==> src/sha_pkg.sv <==
// Package for the SHA-256 byte stream hasher.
// Holds round constants, initial hash values, padding constants and the rotate/schedule functions.
// No dependencies.
package sha_pkg;

  localparam logic [31:0] RoundK [64] = '{
    32'h428a2f98, 32'h71374491, 32'hb5c0fbcf, 32'he9b5dba5, 32'h3956c25b,
    32'h59f111f1, 32'h923f82a4, 32'hab1c5ed5, 32'hd807aa98, 32'h12835b01,
    32'h243185be, 32'h550c7dc3, 32'h72be5d74, 32'h80deb1fe, 32'h9bdc06a7,
    32'hc19bf174, 32'he49b69c1, 32'hefbe4786, 32'h0fc19dc6, 32'h240ca1cc,
    32'h2de92c6f, 32'h4a7484aa, 32'h5cb0a9dc, 32'h76f988da, 32'h983e5152,
    32'ha831c66d, 32'hb00327c8, 32'hbf597fc7, 32'hc6e00bf3, 32'hd5a79147,
    32'h06ca6351, 32'h14292967, 32'h27b70a85, 32'h2e1b2138, 32'h4d2c6dfc,
    32'h53380d13, 32'h650a7354, 32'h766a0abb, 32'h81c2c92e, 32'h92722c85,
    32'ha2bfe8a1, 32'ha81a664b, 32'hc24b8b70, 32'hc76c51a3, 32'hd192e819,
    32'hd6990624, 32'hf40e3585, 32'h106aa070, 32'h19a4c116, 32'h1e376c08,
    32'h2748774c, 32'h34b0bcb5, 32'h391c0cb3, 32'h4ed8aa4a, 32'h5b9cca4f,
    32'h682e6ff3, 32'h748f82ee, 32'h78a5636f, 32'h84c87814, 32'h8cc70208,
    32'h90befffa, 32'ha4506ceb, 32'hbef9a3f7, 32'hc67178f2
  };

  localparam logic [31:0] InitH [8] = '{
    32'h6a09e667, 32'hbb67ae85, 32'h3c6ef372, 32'ha54ff53a,
    32'h510e527f, 32'h9b05688c, 32'h1f83d9ab, 32'h5be0cd19
  };

  localparam logic [7:0]  PadMark  = 8'h80;
  localparam logic [5:0]  LenPos   = 6'd56;
  localparam logic [60:0] CountMax = {61{1'b1}};

  typedef logic [31:0] word_t;

  function automatic word_t rotr(input word_t x, input int n);
    rotr = (x >> n) | (x << (32 - n));
  endfunction

  // Next schedule word from the 16-word window (w[0] oldest).
  function automatic word_t sched(input word_t w16, input word_t w15,
                                 input word_t w7, input word_t w2);
    word_t sa;
    word_t sb;
    sa = rotr(w15, 7) ^ rotr(w15, 18) ^ (w15 >> 3);
    sb = rotr(w2, 17) ^ rotr(w2, 19) ^ (w2 >> 10);
    sched = w16 + sa + w7 + sb;
  endfunction

endpackage

==> src/sha256_byte_stream_hasher.sv <==
// SHA-256 byte stream hasher, top level.
// Depends on sha_pkg for constants and the rotate and schedule functions.
//
//  channel | direction | handshake        | payload
//  in      | sink      | in_valid/in_stall| data_byte, byte_valid, end_of_message
//  out     | source    | out_valid/out_stall | digest_word, word_index, last_word,
//          |           |                  |   length_error
//
// A plain byte is accepted, then written into the block memory.
// A byte that fills a block adds a load step, 64 rounds and a fold step,
// one round per cycle over the block memory read port. An end beat walks the
// padding bytes one per cycle and compresses one or two more blocks, then
// streams eight digest beats, one per cycle while out_stall is low.
// Reset is synchronous; block memory contents are not cleared. A stalled
// digest beat holds its payload; input stays stalled until the digest drains.
module sha256_byte_stream_hasher (
  input  logic        clk,
  input  logic        rst,
  input  logic        in_valid,
  output logic        in_stall,
  input  logic [7:0]  data_byte,
  input  logic        byte_valid,
  input  logic        end_of_message,
  output logic        out_valid,
  input  logic        out_stall,
  output logic [31:0] digest_word,
  output logic [2:0]  word_index,
  output logic        last_word,
  output logic        length_error
);

  localparam logic [2:0] S_IDLE = 3'd0;
  localparam logic [2:0] S_PUT  = 3'd1;  // write one byte into block memory
  localparam logic [2:0] S_PAD  = 3'd2;  // generate padding bytes
  localparam logic [2:0] S_LOAD = 3'd3;  // prime word reads
  localparam logic [2:0] S_RND  = 3'd4;  // 64 rounds
  localparam logic [2:0] S_FOLD = 3'd5;  // add working vars into hash
  localparam logic [2:0] S_OUT  = 3'd6;  // stream digest

  logic [2:0]  state;
  logic [7:0]  pend_byte;
  logic        pend_end;      // end-of-message still to process
  logic        padding;       // inside padding sequence
  logic        pad_first;     // next pad byte is the 0x80 mark
  logic [5:0]  fill;
  logic [60:0] msg_bytes;
  logic        ovf;
  logic [63:0] bit_len;

  sha_pkg::word_t hash [8];
  sha_pkg::word_t v [8];
  sha_pkg::word_t win [16];
  logic [6:0]  rnd;
  logic [2:0]  oidx;

  // Block memory: 16 words of 4 bytes, one byte lane write, word read.
  logic [7:0]  mem0 [16];
  logic [7:0]  mem1 [16];
  logic [7:0]  mem2 [16];
  logic [7:0]  mem3 [16];
  logic        mem_we;
  logic [5:0]  mem_waddr;
  logic [7:0]  mem_wdata;
  logic [3:0]  mem_raddr;
  sha_pkg::word_t mem_rdata;

  always_ff @(posedge clk) begin
    if (mem_we) begin
      case (mem_waddr[1:0])
        2'd0: mem0[mem_waddr[5:2]] <= mem_wdata;
        2'd1: mem1[mem_waddr[5:2]] <= mem_wdata;
        2'd2: mem2[mem_waddr[5:2]] <= mem_wdata;
        default: mem3[mem_waddr[5:2]] <= mem_wdata;
      endcase
    end
    mem_rdata <= {mem0[mem_raddr], mem1[mem_raddr], mem2[mem_raddr], mem3[mem_raddr]};
  end

  // Pad byte for the current fill position.
  logic [7:0] pad_byte;
  logic [5:0] lp;
  always_comb begin
    lp = fill - sha_pkg::LenPos;
    if (pad_first) begin
      pad_byte = sha_pkg::PadMark;
    end else if (fill >= sha_pkg::LenPos && !pend_end) begin
      pad_byte = bit_len[8'(63 - 8 * int'(lp[2:0])) -: 8];
    end else begin
      pad_byte = 8'h00;
    end
  end

  assign in_stall = (state != S_IDLE);
  assign mem_we = (state == S_PUT) || (state == S_PAD);
  assign mem_waddr = fill;
  assign mem_wdata = (state == S_PUT) ? pend_byte : pad_byte;
  assign mem_raddr = (state == S_LOAD) ? 4'd0 : rnd[3:0] + 4'd1;

  // Current schedule word: block word for rounds 0..15, else expansion.
  sha_pkg::word_t wcur;
  always_comb begin
    if (rnd < 7'd16) wcur = mem_rdata;
    else wcur = sha_pkg::sched(win[0], win[1], win[9], win[14]);
  end

  sha_pkg::word_t t1, t2;
  always_comb begin
    t1 = v[7] + (sha_pkg::rotr(v[4], 6) ^ sha_pkg::rotr(v[4], 11) ^ sha_pkg::rotr(v[4], 25))
       + ((v[4] & v[5]) ^ (~v[4] & v[6])) + sha_pkg::RoundK[rnd[5:0]] + wcur;
    t2 = (sha_pkg::rotr(v[0], 2) ^ sha_pkg::rotr(v[0], 13) ^ sha_pkg::rotr(v[0], 22))
       + ((v[0] & v[1]) ^ (v[0] & v[2]) ^ (v[1] & v[2]));
  end

  always_ff @(posedge clk) begin
    if (rst) begin
      state <= S_IDLE;
      fill <= '0;
      msg_bytes <= '0;
      ovf <= 1'b0;
      pend_end <= 1'b0;
      padding <= 1'b0;
      pad_first <= 1'b0;
      rnd <= '0;
      oidx <= '0;
      for (int i = 0; i < 8; i++) hash[i] <= sha_pkg::InitH[i];
    end else begin
      case (state)
        S_IDLE: begin
          if (in_valid) begin
            pend_byte <= data_byte;
            pend_end <= end_of_message;
            if (byte_valid) begin
              // hold the count at its top and flag it
              if (msg_bytes == sha_pkg::CountMax) ovf <= 1'b1;
              else msg_bytes <= msg_bytes + 61'd1;
              state <= S_PUT;
            end else if (end_of_message) begin
              state <= S_PAD;
              padding <= 1'b1;
              pad_first <= 1'b1;
              bit_len <= {msg_bytes, 3'b000};
            end
          end
        end
        S_PUT: begin
          fill <= fill + 6'd1;
          bit_len <= {msg_bytes, 3'b000};
          if (fill == 6'd63) begin
            state <= S_LOAD;
          end else if (pend_end) begin
            state <= S_PAD;
            padding <= 1'b1;
            pad_first <= 1'b1;
          end else begin
            state <= S_IDLE;
          end
        end
        S_PAD: begin
          fill <= fill + 6'd1;
          pad_first <= 1'b0;
          // pend_end marks that the length block is still ahead
          if (pad_first) pend_end <= (fill > sha_pkg::LenPos - 6'd1);
          if (fill == 6'd63) state <= S_LOAD;
        end
        S_LOAD: begin
          rnd <= '0;
          for (int i = 0; i < 8; i++) v[i] <= hash[i];
          state <= S_RND;
        end
        S_RND: begin
          for (int i = 0; i < 15; i++) win[i] <= win[i + 1];
          win[15] <= wcur;
          v[7] <= v[6]; v[6] <= v[5]; v[5] <= v[4]; v[4] <= v[3] + t1;
          v[3] <= v[2]; v[2] <= v[1]; v[1] <= v[0]; v[0] <= t1 + t2;
          rnd <= rnd + 7'd1;
          if (rnd == 7'd63) state <= S_FOLD;
        end
        S_FOLD: begin
          for (int i = 0; i < 8; i++) hash[i] <= hash[i] + v[i];
          if (!padding) begin
            // a byte that filled the block may also end the message
            if (pend_end) begin
              state <= S_PAD;
              padding <= 1'b1;
              pad_first <= 1'b1;
            end else begin
              state <= S_IDLE;
            end
          end else if (pend_end) begin
            pend_end <= 1'b0;
            state <= S_PAD;
          end else begin
            oidx <= '0;
            state <= S_OUT;
          end
        end
        S_OUT: begin
          if (!out_stall) begin
            oidx <= oidx + 3'd1;
            if (oidx == 3'd7) begin
              state <= S_IDLE;
              padding <= 1'b0;
              msg_bytes <= '0;
              ovf <= 1'b0;
              fill <= '0;
              for (int i = 0; i < 8; i++) hash[i] <= sha_pkg::InitH[i];
            end
          end
        end
        default: state <= S_IDLE;
      endcase
    end
  end

  assign out_valid    = (state == S_OUT);
  assign digest_word  = hash[oidx];
  assign word_index   = oidx;
  assign last_word    = (oidx == 3'd7);
  assign length_error = ovf;

  // Digest beats come only out of the output state, in order.
  assert property (@(posedge clk) disable iff (rst)
    out_valid && !out_stall && !last_word |=> out_valid && word_index == $past(word_index) + 3'd1)
    else $error("digest index skipped");
  assert property (@(posedge clk) disable iff (rst)
    out_valid && !out_stall && last_word |=> !out_valid && hash[0] == sha_pkg::InitH[0])
    else $error("hash not restored after digest");
  assert property (@(posedge clk) disable iff (rst)
    state == S_RND && rnd == 7'd63 |=> state == S_FOLD)
    else $error("round count broken");
endmodule
==> config.mk <==
export PLATFORM = sky130hd
export DESIGN_NAME = sha256_byte_stream_hasher
export DESIGN_NICKNAME = d
export VERILOG_FILES = /design/src/sha_pkg.sv /design/src/sha256_byte_stream_hasher.sv
export SDC_FILE = /design/constraint.sdc
export NUM_CORES = 2
export LEC_CHECK = 0
export ABC_AREA = 1
export BUFFER_PORTS_ARGS = -buffer_cell sky130_fd_sc_hd__buf_2
export CELL_PAD_IN_SITES_DETAIL_PLACEMENT = 0
export CELL_PAD_IN_SITES_GLOBAL_PLACEMENT = 2
export CORE_UTILIZATION = 38
export CTS_BUF_LIST = sky130_fd_sc_hd__clkbuf_16
export DETAILED_ROUTE_END_ITERATION = 16
export HOLD_SLACK_MARGIN = 0.1
export PLACE_DENSITY_LB_ADDON = 0.1
export SLEW_MARGIN = 5
export SYNTH_ARGS = -nofsm -noshare
export SYNTH_HDL_FRONTEND = slang
export SYNTH_SLANG_ARGS = --single-unit
==> constraint.sdc <==
create_clock -name clk -period 18.55 [get_ports clk]
set_input_delay 2.7825 -clock clk [delete_from_list [all_inputs] [get_ports clk]]
set_output_delay 2.7825 -clock clk [all_outputs]
set_load 0.02 [all_outputs]
# After elaboration in Yosys (flattened, before gate mapping)
# Memories as Yosys holds them, arrays and structs flattened. A register that Yosys moved wholly into a read port is not among the register bits.
# Cells that the tools add are included.
[op_classes]
addsub = 25
n_lt_le_gt_ge = 4
eq_ne = 29
shifts = 1
muxes = 113
bitwise = 53
reduce_logical = 26
[op_table]
columns = ["op", "count"]
rows = [
  ["$mux 32", 27],
  ["$add 32x32->32", 18],
  ["$mux 61", 5],
  ["$xor 32x32->32", 9],
  ["$mux 64", 3],
  ["$and 32x32->32", 5],
  ["$pmux 64 s2", 1],
  ["$pmux 61 s2", 1],
  ["$shiftx 71x7->8", 1],
  ["$add 61x1->61 const B", 1],
  ["$eq 61x61->1 const B", 1],
  ["$mux 1", 46],
  ["$mux 3", 14],
  ["$not 32->32", 1],
  ["$or 10x32->32", 1],
  ["$or 13x32->32", 1],
  ["$or 14x32->32", 1],
  ["$or 15x32->32", 1],
  ["$or 19x32->32", 1],
  ["$or 21x32->32", 1],
  ["$or 25x32->32", 1],
  ["$or 26x32->32", 1],
  ["$or 30x32->32", 1],
  ["$or 7x32->32", 1],
  ["other kinds (51)", 108],
]
[totals]
register_bits = 156
mem_bits_rw = 1536
rom_bits = 2048
out_inout_bits = 39
memories = 8
[memory_table]
columns = ["memory", "words", "word_bits", "rd", "rd_clocked_by_memory_dff", "write_ports", "line", "source"]
rows = [
  ["(name not given)", 64, 32, 1, 0, 0, "sha256_byte_stream_hasher.sv:109", "+ ((v[4] & v[5]) ^ (~v[4] & v[6])) + sha_pkg::RoundK[rnd[5:0]] + wcur;"],
  ["win", 16, 32, 16, 0, 16, "sha256_byte_stream_hasher.sv:52", "sha_pkg::word_t win [16];"],
  ["hash", 8, 32, 9, 1, 8, "sha256_byte_stream_hasher.sv:50", "sha_pkg::word_t hash [8];"],
  ["v", 8, 32, 8, 0, 8, "sha256_byte_stream_hasher.sv:51", "sha_pkg::word_t v [8];"],
  ["mem0", 16, 8, 1, 1, 1, "sha256_byte_stream_hasher.sv:57", "logic [7:0] mem0 [16];"],
  ["mem1", 16, 8, 1, 1, 1, "sha256_byte_stream_hasher.sv:58", "logic [7:0] mem1 [16];"],
  ["2 more memories", "-", "-", "-", "-", "-", "-", ""],
]

# Longest topological paths before layout
# An unclocked memory read counts as a cell.
[depth]
depth_word = 11
ltp_mapped = 50

# Worst setup path after synthesis
# Ideal clock, no wire load.
[synth_path]
path_kind = "input port to flip-flop"
startpoint = "in rst"
endpoint = "mem win[0][0] (netlist name) (enable)"
setup_time_ns = 1.076
arrival_time_ns = 17.480
t_required_ns = 17.474
setup_slack_ns = -0.006
stages = 4
path_buffers = 3
path_cell_list = "clkbuf_1 nor2_2 clkbuf_1 clkbuf_1"
[synth_rtl]
columns = ["element", "line", "source"]
rows = [
  ["start: declaration", "sha256_byte_stream_hasher.sv:18", "input logic rst,"],
  ["end: declaration", "sha256_byte_stream_hasher.sv:52", ""],
]

==> flow_metrics.tcl <==
set metrics [dict create \
    outcome "finished, violations left" \
    violations "capacitance limit, slew limit" \
    drc_errors 0 \
    fin_skew_ns 0.1071 \
    syn_area_per_cell_um2 9.367 \
    startpoint_type "flop" \
    ant_nets 0 \
    syn_area_um2 97240 \
    hold_violations 0 \
    drv_slew 1 \
    highest_layer "met5" \
    grt_pass1_vias 74050 \
    met2_length_um 167600 \
    dp_hpwl_um 296500 \
    timing.critical_path.arrival_ns 11.16 \
    grt_max_degree 167 \
    place_congestion 0.9481 \
    final_cell_area_um2 107800 \
    worstPathMaxFanout 5 \
    ys_seq_elements 1724 \
    rows 185 \
    hold_buffers 0 \
    nets 10980 \
    htree_levels 4 \
    die_area_um2 257900 \
    area_growth_syn_to_layout_pct 10.86 \
    timing.final.ws_setup_ns 7.989 \
    cpMostUsedCell "inv_1" \
    antenna_found_initial 24 \
    timing.setup.tns_ns 0 \
    cp.required_ns 19.15 \
    max_slew_margin_pct -0.3625 \
    synth_cell_type_count 77 \
    overflow 0 \
    tightest_slew_ns 1.490 \
    drive_gt1_share_pct 6.359 \
    clock_latency_ns 0.89 \
    setup_viol 0 \
    syn_nets 11010 \
    whs_path_depth 0 \
    grtUsageTotal_pct 30.15 \
    slowest_stage "fa_1" \
    via_per_inst 5.571 \
    cpLargestDelayFamily "adder cells" \
    wl_met3_um 28320 \
    post_cts_resized 0 \
    r2r_cells 42 \
    initial_core_util_pct 38.26 \
    ys_warn_count 0 \
    synthFlopType "edfxtp_1" \
    setup.worst_path.end_class "flop" \
    wl_met1_um 189600 \
    fp.dieH_um 507.9 \
    finalCriticalPeriod_ns 10.56 \
    finalCritPeriodShare_pct 56.93 \
    synth_edf_count 1477 \
    postSynthCellCount 10380 \
    rsz0062_at_grt "false" \
    wl_per_cell_um 28.42 \
    detailedPlace.worstSlack_ns 7.987 \
    cts_tree "yes" \
    max_stage_delay_ns 0.55 \
    die_width_um 507.9 \
    clock_path_buffers 3 \
    ys_seq_area_share_pct 50.70 \
    grt_pass1_wl_um 558100 \
    crit_buf_inv 8 \
    async_flop_share_pct 0 \
    reg2reg_slack_ns 7.99 \
    post-cts-setup-buffer-count 0 \
    dr_total_vias 77380 \
    io_pins 53 \
    crit_type "reg -> reg" \
    maxCapViolCount 2 \
    cts_root_buffer "clkbuf_16" \
    cp_num_cells 42 \
    first_pass_iters 6 \
    drt-initial-drc-count 8264 \
    fmax_mhz 94.69 \
    numCtsBuffers 199 \
    cts_sinks 1724 \
    hold_path.class "reg -> reg" \
    wl_um 394800 \
    core_um2 254200 \
    clk_pin_slew_worst_paths_ns 0.07 \
    io_buffers 52 \
    placed_cell_area_um2 101100 \
]
-- state kept, by name, summed over array words and instances (netlist names), 3 cells and up, named ones only --
| register | count |
|---|---|
| mem3 | 128 |
| msg_bytes | 61 |
| v | 256 |
| word_index | 3 |
| win | 512 |
| fill | 6 |
| mem1 | 128 |
| rnd | 7 |
| state | 3 |
| pend_byte | 8 |
| mem0 | 128 |
| mem_rdata | 32 |
| mem2 | 128 |
| hash | 256 |
| bit_len | 61 |
-- worst paths after layout --
kind,startpoint,endpoint
worst min register to register,win[1][238]$_DFFE_PP_,win[1][206]$_DFFE_PP_
worst min-delay path,win[1][238]$_DFFE_PP_,win[1][206]$_DFFE_PP_
worst max register to register,win[0][61]$_DFFE_PP_,v[0][29]$_DFFE_PP_
worst max-delay path,win[0][61]$_DFFE_PP_,v[0][29]$_DFFE_PP_
-- cell type report --
class	count	area [µm²]
Multi-Input combinational cell	7050	41870
Sequential cell	1724	49300
Clock inverter	170	1618
Antenna cell	5	12.51
Clock buffer	202	5055
Tap cell	3366	4212
Inverter	1199	4523
Timing Repair Buffer	175	1211
Fill cell	25180	146400
-- cell families after synthesis --
family	count (synthesis)	synth area share, %
muxes	24	0.2767
buffers and inverters	1607	6.339
xor gates and xnor gates	432	3.891
and+or+nand+nor	3609	15.35
AOI/OAI and AO/OA	2368	13.99
DFF	1724	50.70
adders and majority gates	617	9.450
-- synthesized netlist by cell type, types with 15 or more instances --
library cell     n  area share, %
a211oi_1        17           0.13
a21boi_0        21           0.16
a21o_1          60           0.46
a21oi_1        757            3.9
a21oi_2         20           0.18
a221oi_1        40           0.36
a31oi_1         91           0.59
buf_1           29           0.11
buf_2           52           0.27
clkbuf_1       319            1.2
dfxtp_1        247            5.1
edfxtp_1      1477             46
fa_1           197            4.1
ha_1           416            5.4
inv_1         1177            4.5
inv_2           20          0.077
mux2_2          23           0.27
nand2_1       1741            6.7
nand2_2         22           0.14
nand3_1        365            1.9
nand3b_1        17           0.13
nand4_1         94           0.60
nor2_1        1119            4.3
nor3_1         108           0.56
nor4_1          31           0.20
o211ai_1        65           0.50
o21a_1          26           0.20
o21ai_0        989            5.1
o21bai_1        29           0.22
o221ai_1        29           0.26
o22ai_1         15          0.097
o311ai_0       102           0.92
o311ai_1        18           0.16
o31ai_1         16           0.12
o32ai_1         18           0.16
or2_2           61           0.39
xnor2_1        211            1.9
xor2_1         221            2.0
-- per-layer routing --
layer	track usage, %	up-vias
li1	-	35690
met1	45.93	38530
met2	44.50	2756
met3	4.863	408
met4	6.716	10
met5	0	-
-- metrics by stage --
| step | util (%) | cells | hold slack (ns) |
|---|---|---|---|
| after global placement | 39.78 | 13510 | 0.4002 |
| after global routing | 42.41 | 13890 | 0.3852 |
| after floorplan | - | 10380 | 0.4003 |
| final | 42.41 | 13890 | 0.3800 |
| after CTS | 42.41 | 13890 | 0.3742 |
| after detailed placement | 39.78 | 13510 | 0.4045 |
-- worst reg2reg max path, delay by kind of cell (launching register included) --
| kind | cells | cell delay (ns) |
|---|---|---|
| compound gates | 6 | 1.68 |
| xor+xnor | 3 | 0.91 |
| fa+ha+maj | 9 | 4.09 |
| buf+inv | 8 | 0.58 |
| flops | 1 | 0.54 |
| simple gates | 16 | 2.48 |
-- cells in the final DEF, fill, tap and decap left out, drive strengths merged, types with 32 or more instances in the layout --
cell type	n
nand2	1764
edfxtp	1477
inv	1234
nor2	1132
o21ai	1003
a21oi	777
ha	416
nand3	365
dfxtp	247
xor2	221
xnor2	211
clkbuf	202
fa	197
buf	175
o311ai	120
nor3	112
clkinv	107
nand4	94
a31oi	91
or2	67
o211ai	65
a21o	60
a221oi	40
nor4	32
Power is not shown: default switching activity piles up to over one toggle a cycle in this logic, so the estimate is an artifact.
